--- config.mk ---
export PLATFORM = sky130hd
export DESIGN_NAME = mbpc_stream
export DESIGN_NICKNAME = d
export VERILOG_FILES = /design/src/sv/mbpc_pkg.sv /design/src/sv/mbpc_stream.sv
export SDC_FILE = /design/constraint.sdc
export NUM_CORES = 1
export LEC_CHECK = 0
export BUFFER_PORTS_ARGS = -buffer_cell sky130_fd_sc_hd__clkbuf_2
export CORE_MARGIN = 8
export CORE_UTILIZATION = 43
export CTS_CLUSTER_DIAMETER = 120
export CTS_CLUSTER_SIZE = 20
export DETAILED_ROUTE_END_ITERATION = 8
export GPL_ROUTABILITY_DRIVEN = 0
export PLACE_DENSITY = 0.72
export SYNTH_ARGS = -nofsm -noshare
export SYNTH_HDL_FRONTEND = slang
export SYNTH_SLANG_ARGS = --single-unit
--- constraint.sdc ---
create_clock -name clock -period 4.26 [get_ports clock]
set_clock_uncertainty 0.05 [all_clocks]
set_input_delay 0.639 -clock clock [delete_from_list [all_inputs] [get_ports clock]]
set_output_delay 0.639 -clock clock [all_outputs]
set_load 0.05 [all_outputs]
--- src/sv/mbpc_pkg.sv ---
// Shared definitions for the memory block pattern checker.
// Field widths, register index codes and the stream control struct.
// No dependencies.
`timescale 1ns / 1ps

package mbpc_pkg;

   localparam int INDEX_BITS = 24;
   localparam int DATA_BITS  = 32;
   localparam int POS_BITS   = 16;
   localparam int COUNT_BITS = 16;

   localparam int CSR_DATA_BITS =
      (DATA_BITS >= INDEX_BITS) ?
         ((DATA_BITS >= POS_BITS) ? DATA_BITS : POS_BITS) :
         ((INDEX_BITS >= POS_BITS) ? INDEX_BITS : POS_BITS);
   localparam int CSR_INDEX_BITS = 3;

   localparam logic [COUNT_BITS-1:0] COUNT_MAX = '1;

   typedef enum logic [CSR_INDEX_BITS-1:0] {
      CSR_NEW_PATTERN     = 3'd0,
      CSR_OLD_PATTERN     = 3'd1,
      CSR_NEW_START       = 3'd2,
      CSR_OLD_START       = 3'd3,
      CSR_NEW_BLOCK_WORDS = 3'd4,
      CSR_OLD_BLOCK_WORDS = 3'd5
   } csr_index_type;

   // Per-beat control of one pattern stream.
   typedef struct packed {
      logic step;     // a word is processed this cycle
      logic restart;  // the word opens a new pass
      logic enable;   // the word belongs to this stream
   } stream_ctl_type;

endpackage

--- src/sv/mbpc_stream.sv ---
// One pattern stream: block position counter and current pattern word.
// Depends on mbpc_pkg.
`timescale 1ns / 1ps

module mbpc_stream (
   input  logic                             clock,
   input  logic                             reset,
   input  mbpc_pkg::stream_ctl_type         ctl,
   input  logic [mbpc_pkg::DATA_BITS-1:0]   load_pattern,
   input  logic [mbpc_pkg::POS_BITS-1:0]    block_words,
   output logic [mbpc_pkg::DATA_BITS-1:0]   pattern
);

   logic [mbpc_pkg::POS_BITS-1:0]  pos_ff, pos_in;
   logic [mbpc_pkg::DATA_BITS-1:0] pat_ff, pat_in;
   logic [mbpc_pkg::POS_BITS-1:0]  pos_start;
   logic [mbpc_pkg::DATA_BITS-1:0] pat_start;
   logic                           wrap;

   always_comb begin
      pos_start = ctl.restart ? '0 : pos_ff;
      pat_start = ctl.restart ? load_pattern : pat_ff;
      // invert once the block is full, then restart the position
      wrap      = (pos_start >= block_words);
      pattern   = wrap ? ~pat_start : pat_start;
      pos_in    = pos_ff;
      pat_in    = pat_ff;
      if (ctl.step) begin
         if (ctl.enable) begin
            pos_in = (wrap ? '0 : pos_start) + mbpc_pkg::POS_BITS'(1);
            pat_in = pattern;
         end else begin
            pos_in = pos_start;
            pat_in = pat_start;
         end
      end
   end

   always_ff @(posedge clock) begin
      if (reset) begin
         pos_ff <= '0;
         pat_ff <= '0;
      end else begin
         pos_ff <= pos_in;
         pat_ff <= pat_in;
      end
   end

endmodule

==> results of run 1 <==
## logic make-up after synthesis
family,count (synthesis),share of synthesized area
DFF,48,0.241
and+or+nand+nor,133,0.168
xor gates and xnor gates,63,0.138
buffers and inverters,87,0.104
muxes,34,0.0852
AOI/OAI and AO/OA,81,0.211
adders and majority gates,17,0.0533
## area by class of cell
type | instances | share of cell area
Tap cell | 111 | 0.0264
Clock inverter | 1 | 0.00143
Inverter | 59 | 0.0421
Multi-Input combinational cell | 328 | 0.503
Timing Repair Buffer | 119 | 0.228
Sequential cell | 48 | 0.183
Clock buffer | 7 | 0.0164
## flip-flops by register name, indices dropped and copies added, names as in the netlist
| name | count |
|---|---|
| pos_ff | 16 |
| pat_ff | 32 |
## per-stage QoR
step	std cells	utilization	total power, mW	hold WS (ns)	worst slack (ns)
final	673	0.578	1.20	0.440	0.366
after global placement	665	0.568	0.911	0.426	0.296
after global routing	673	0.578	1.25	0.471	0.184
after detailed placement	665	0.568	0.922	0.426	0.158
after CTS	673	0.578	1.20	0.438	0.367
after floorplan	463	-	0.736	0.397	0.0248
## cell usage in the layout, fill, tap and decap left out, drive strengths merged, types with 2 or more instances in the layout
master / instances
o2111ai: 2
buf: 67
nand2b: 4
dfxtp: 48
o21ai: 7
and2: 2
inv: 58
nand2: 54
or3: 5
nor4: 2
clkbuf: 59
o21a: 2
xnor2: 63
nor2: 19
o221ai: 31
o311ai: 2
a31oi: 11
nor3: 5
o32ai: 5
a21oi: 8
or4: 6
nand3: 11
nand4: 5
nor2b: 11
a31o: 2
and3: 3
ha: 17
mux2i: 34
nand3b: 3
## critical path, stage by stage
cell	delay, ns
clkbuf_2	0.14
buf_4	0.22
nor2_1	0.08
ha_1	0.29
nand2_1	0.07
buf_4	0.13
or3_4	0.38
or3_4	0.40
nand3_2	0.10
buf_4	0.16
buf_12	0.17
xnor2_1	0.21
buf_12	0.18
## layer usage
metal	GRT usage	vias to the layer above	share of wire	routed length, um
met3	0.0268	25	0.040	439
met5	0	-	0	0
met1	0.200	1770	0.42	4650
li1	-	1816	-	-
met4	0.0638	0	0.025	274
met2	0.316	106	0.51	5620
## where the power goes
part           leakage [nW]  internal, mW  total, mW  switching, mW
clock network        0.0445         0.132      0.287          0.155
logic                  1.67         0.194      0.429          0.235
registers             0.392         0.469      0.481         0.0120
total                  2.11         0.795       1.20          0.403
## worst max-delay path by stage
stage | slack, ns | to | from | depth (start not counted)
floorplan | 0.02 | pos_ff[12]$_SDFFE_PP0P_ | ctl[1] | 17
global placement | 0.30 | pos_ff[14]$_SDFFE_PP0P_ | ctl[1] | 17
detailed placement | 0.16 | pos_ff[12]$_SDFFE_PP0P_ | ctl[1] | 17
CTS | 0.37 | pattern[16] | ctl[1] | 13
global route | 0.18 | pos_ff[12]$_SDFFE_PP0P_ | ctl[1] | 17
finish | 0.37 | pattern[25] | ctl[1] | 13
==> results.py, run 1 <==
metrics = {
    "setup_path": {
        "required_ns": 3.57,
        "worst_r2r_endpoint": "pos_ff[12]$_SDFFE_PP0P_",
        "setup.worst_path.class": "input port to primary output",
        "endpoint_kind": "primary output",
        "cp_max_fo": 17,
        "r2r_start": "pos_ff[13]$_SDFFE_PP0P_",
        "slack_of_the_worst_reg_to_reg_path_ns": 0.69,
        "rr_worst_depth": 15,
        "start_kind": "input port",
        "timing.critical_path.arrival_ns": 3.21,
    },
    "power": {
        "ir_drop_mv": 0.159,
        "leakagePower_nw": 2.11,
        "p_per_area_nw_per_um2": 228,
    },
    "clocking": {
        "clk_transition_reported_paths_ns": 0.08,
        "number_of_buffers_added_to_fix_hold_violations_after_cts": 0,
        "cts.htree.levels": 2,
        "cts_root_buf": "clkbuf_8",
        "cts_setup_buffers": 0,
        "max-clock-path-buffers": 2,
        "cts_tree": "done",
        "cts_inserted_buffers": 5,
        "post_cts_repair_resize_count": 0,
        "clock_sink_count": 48,
        "insertion_delay_ns": 0.30,
    },
    "synthesis": {
        "synthesis.area_um2": 3990,
        "synth.yosys.warnings": 0,
        "count_of_different_cell_masters_after_synthesis": 54,
        "largest_cells_by_area_after_synthesis": "dfxtp_1, xnor2_1, o221ai_2",
        "asyncSetResetFlopFracSynth": 0,
        "synthesis.area_per_instance_um2": 8.63,
        "synth.ff_latch_count": 48,
        "post_synth_top_flop": "dfxtp_1",
        "post-synth-top-area-fraction": 0.241,
        "synth_sequential_area_ratio": 0.241,
        "netlist_instances": 463,
        "number_of_enable_type_register_cells_in_the_synthesized_netlist": 0,
        "synth.cells.most_frequent": "xnor2_1, inv_1, nand2_1",
        "syn_nets": 533,
        "synth_top_cell_by_area": "dfxtp_1",
        "yosys.cell_count.top_type": "xnor2_1",
    },
    "floorplanning": {
        "io_pins": 85,
        "design.die.area_um2": 12600,
        "floorplan.rows": 35,
        "initial_core_util": 0.438,
        "chipWidth_um": 112,
        "fp.dieH_um": 112,
        "placeableCoreArea_um2": 9110,
    },
    "route": {
        "final_routed_drc_violation_total": 0,
        "post_drt_via_cell_ratio": 5.52,
        "vias": 3717,
        "initialDrtViolationCount": 230,
        "detail-route-antenna-nets": 0,
        "drt_pre_antenna_iters": 4,
        "route.detailed.wl_per_inst_um": 16.3,
        "drt_wl_total_mm": 11.0,
    },
    "worst_hold_path": {
        "timing.hold.worst.class": "register to register",
        "whs_endpoint": "pos_ff[2]$_SDFFE_PP0P_",
        "hold_path_depth": 2,
        "holdCritStartpoint": "pos_ff[2]$_SDFFE_PP0P_",
    },
    "sta": {
        "timing.setup.tns_ns": 0,
        "drv_slew": 0,
        "setup_repair_after_global_routing_missed_its_margin": "false",
        "post-route-min-period_ns": 3.89,
        "finalSetupViolations": 0,
        "relSlewSlack": 0.374,
        "worstMarginPinSlew_ns": 0.936,
        "period_share": 0.914,
        "final-hold-violation-count": 0,
        "fmax_mhz": 257,
    },
    "place": {
        "dpl.hpwl_mm": 8.47,
        "port_buffers": 84,
        "post_dp_area_um2": 5170,
    },
    "job": {
        "timing.max_cap.violations": 0,
    },
    "global_route": {
        "grt_pass1_vias": 3878,
        "wire_length_of_the_first_global_routing_pass_mm": 18.4,
        "largest_net_degree_at_the_start_of_global_routing": 36,
        "grt_use_total": 0.174,
        "grt_antenna_before_repair": 0,
        "grt_overflow": 0,
    },
    "final_layout": {
        "finish.instance_area_um2": 5260,
        "diodes": 0,
        "layout.area.seq_um2": 961,
        "syn2layout_area_growth_pct": 31.8,
        "final.fill_count": 790,
        "multiInputGateArea_um2": 2650,
        "nNetsFinal": 631,
        "drive_gt1_frac": 0.301,
    },
    "status": {
        "outcome": "finished, final reports clean",
    },
}
(Power assumes the default switching activity.)
==> run 2, diff against run 1 <==
Settings changed: ABC_AREA set to 1, CELL_PAD_IN_SITES_DETAIL_PLACEMENT set to 0, CELL_PAD_IN_SITES_GLOBAL_PLACEMENT set to 1, CORE_UTILIZATION 43 to 35, PLACE_DENSITY 0.72 to 0.81.
Clock period 4.26 ns to 3.4 ns, I/O delays scaled along.
==> run 2 against run 1 <==
  * Non-clock buffer count fell by 18
  * Via count fell by 0.43%
  * Critical path depth fell by 2
  * Clock power is 46% higher
  * Highest routed layer unchanged
==> results.py, run 2 <==
metrics = {
    "status": {
        "outcome": "finished, final reports clean",
    },
    "clocking": {
        "cts_inserted_buffers": 5,
        "clock_sink_count": 48,
        "cts.htree.levels": 2,
        "post_cts_repair_resize_count": 0,
        "max-clock-path-buffers": 2,
        "number_of_buffers_added_to_fix_hold_violations_after_cts": 0,
        "insertion_delay_ns": 0.30,
        "cts_setup_buffers": 0,
        "cts_tree": "done",
        "cts_root_buf": "clkbuf_8",
        "clk_transition_reported_paths_ns": 0.09,
    },
    "synthesis": {
        "synthesis.area_per_instance_um2": 7.12,
        "synth_top_cell_by_area": "dfxtp_1",
        "synthSimpleGateAreaFrac": 0.221,
        "synth.cells.most_frequent": "a21oi_1, inv_1, nor2_1",
        "synthesis.area_um2": 3800,
        "synth_sequential_area_ratio": 0.253,
        "synthXorXnorAreaFrac": 0.0806,
        "synth.ff_latch_count": 48,
        "syn_nets": 604,
        "synth_top_family_by_area": "simple AND/OR/NAND/NOR gates",
        "yosys.cell_count.top_type": "a21oi_1",
        "asyncSetResetFlopFracSynth": 0,
        "count_of_different_cell_masters_after_synthesis": 39,
        "largest_cells_by_area_after_synthesis": "dfxtp_1, a21oi_1, mux2i_1",
        "synth_fa_ha_area_frac": 0.0560,
        "number_of_enable_type_register_cells_in_the_synthesized_netlist": 0,
        "synthesized_area_fraction_occupied_by_ao_oa_aoi_and_oai_cells": 0.182,
        "synth.yosys.warnings": 0,
        "post-synth-top-area-fraction": 0.253,
        "synth.area.mux_share": 0.0843,
        "post_synth_top_flop": "dfxtp_1",
        "netlist_instances": 534,
    },
    "setup_path": {
        "cp_max_fo": 34,
        "critPathSlowestCell": "xnor2_1",
        "slack_of_the_worst_reg_to_reg_path_ns": 0.40,
        "worst_r2r_endpoint": "pos_ff[12]$_SDFFE_PP0P_",
        "setup.worst_path.class": "input port to primary output",
        "start_kind": "input port",
        "crit_path_buf_inv_count": 4,
        "cp_slowest_stage_delay_ns": 0.38,
        "timing.critical_path.arrival_ns": 2.64,
        "required_ns": 2.84,
        "timing.critical_path.max_delay_family": "buffers and inverters",
        "rr_worst_depth": 22,
        "path_cells": "clkbuf_2, buf_12, nor2_1, ha_1, a21oi_1, a21oi_2, nor2_4, nand2_4, buf_6, xnor2_1, buf_12",
        "r2r_start": "pos_ff[5]$_SDFFE_PP0P_",
        "endpoint_kind": "primary output",
        "crit_top_cell": "buf_12",
    },
    "floorplanning": {
        "floorplan.rows": 38,
        "fp.dieH_um": 120,
        "design.die.area_um2": 14500,
        "io_pins": 85,
        "chipWidth_um": 120,
        "initial_core_util": 0.355,
        "placeableCoreArea_um2": 10700,
    },
    "route": {
        "detail-route-antenna-nets": 0,
        "route.detailed.wl_per_inst_um": 13.7,
        "drt_wl_total_mm": 10.3,
        "vias": 3701,
        "initialDrtViolationCount": 202,
        "post_drt_via_cell_ratio": 4.94,
        "routed.top_layer": "met4",
        "met3WireLength_um": 947,
        "route.met2.wl_mm": 4.48,
        "drt_pre_antenna_iters": 4,
        "wirelength_met1_mm": 4.76,
        "final_routed_drc_violation_total": 0,
    },
    "power": {
        "share_clk_of_total_power": 0.227,
        "p_per_area_nw_per_um2": 377,
        "power.net_switching_uw": 685,
        "leakagePower_nw": 2.29,
        "power_frac_seq": 0.335,
        "power.combinational.fraction": 0.438,
        "internal-power_mw": 1.17,
        "ir_drop_mv": 0.204,
        "power.switching_fraction": 0.369,
    },
    "global_route": {
        "grt_use_total": 0.144,
        "grt_pass1_vias": 3723,
        "grt_antenna_before_repair": 0,
        "wire_length_of_the_first_global_routing_pass_mm": 17.7,
        "grt_overflow": 0,
        "largest_net_degree_at_the_start_of_global_routing": 65,
    },
    "final_layout": {
        "diodes": 0,
        "layout_top_registers": "pat_ff x32, pos_ff x16",
        "largest_register_ff_count": 32,
        "final_cell_mix": "a21oi_1, inv_1, nor2_1",
        "drive_gt1_frac": 0.218,
        "syn2layout_area_growth_pct": 29.5,
        "final_common_cell": "a21oi_1",
        "registers.top_by_ff_count": "pat_ff",
        "nNetsFinal": 678,
        "final.fill_count": 1104,
    },
    "worst_hold_path": {
        "whs_endpoint": "pos_ff[4]$_SDFFE_PP0P_",
        "holdCritStartpoint": "pos_ff[4]$_SDFFE_PP0P_",
        "timing.hold.worst.class": "register to register",
        "hold_path_depth": 2,
    },
    "sta": {
        "final-hold-violation-count": 0,
        "setup_repair_after_global_routing_missed_its_margin": "false",
        "finalSetupViolations": 0,
        "worstMarginPinSlew_ns": 0.631,
        "timing.setup.tns_ns": 0,
        "drv_slew": 0,
        "relSlewSlack": 0.580,
        "fmax_mhz": 313,
        "hold_ws_ns": 0.420,
        "period_share": 0.941,
        "post-route-min-period_ns": 3.20,
    },
    "place": {
        "dpl.hpwl_mm": 7.70,
        "port_buffers": 84,
    },
    "job": {
        "timing.max_cap.violations": 0,
    },
}
==> run 2: how the worst max path moves through the flow <==
stage | slack (ns) | end | startpoint | cells after the start
floorplan | 0.02 | pattern[10] | ctl[1] | 10
global placement | 0.13 | pattern[11] | ctl[1] | 11
detailed placement | 0.09 | pos_ff[12]$_SDFFE_PP0P_ | ctl[1] | 21
CTS | 0.09 | pattern[0] | ctl[1] | 11
global route | 0.02 | pattern[15] | pos_ff[5]$_SDFFE_PP0P_ | 11
finish | 0.20 | pattern[15] | ctl[1] | 11
==> run 2: power by group through the flow <==
| stage | clock [mW] | sequential [mW] | combinational [mW] |
|---|---|---|---|
| after CTS | 0.433 | 0.621 | 0.817 |
| after global placement | 0 | 0.632 | 0.801 |
| final | 0.420 | 0.621 | 0.813 |
| after global routing | 0.452 | 0.626 | 0.870 |
| after floorplan | 0 | 0.628 | 0.477 |
| after detailed placement | 0 | 0.633 | 0.814 |
==> run 2: kinds of logic after synthesis <==
group / Yosys count
AND/OR/NAND/NOR: 169
AO/OA/AOI/OAI: 133
buffers and inverters: 100
flip-flops: 48
XOR/XNOR: 35
multiplexers: 32
adder cells (fa/ha/maj): 17
==> run 2: layout make-up <==
type	count	area (um2)	share of cell area
multi-input combinational	386	2380	0.484
sequential	48	961	0.195
tap	140	175	0.0356
timing repair buffer	101	1040	0.212
clock inverter	2	35.0	0.00712
inverter	66	253	0.0514
clock buffer	6	72.6	0.0147
==> run 2: metrics by stage <==
step	std cells	setup slack (ns)	util	total power, mW	instance area [um2]
2_1_floorplan	534	0.0190	-	1.11	3800
3_3_place_gp	741	0.126	0.449	1.43	4800
3_5_place_dp	741	0.0892	0.449	1.45	4800
4_1_cts	749	0.0883	0.459	1.87	4910
5_1_grt	749	0.0210	0.460	1.95	4920
6_report	749	0.202	0.460	1.85	4920
==> run 2: worst min-delay path, delay by kind of cell, from the launching register on <==
kind	cells	cell delay, ns
flip-flops	1	0.32
AND/OR/NAND/NOR	1	0.06
AO/OA/AOI/OAI	1	0.05
==> run 2: layer usage <==
layer	GRT usage	vias up
li1	-	1904
met5	0	-
met4	0.0281	0
met1	0.179	1696
met3	0.0578	10
met2	0.233	91
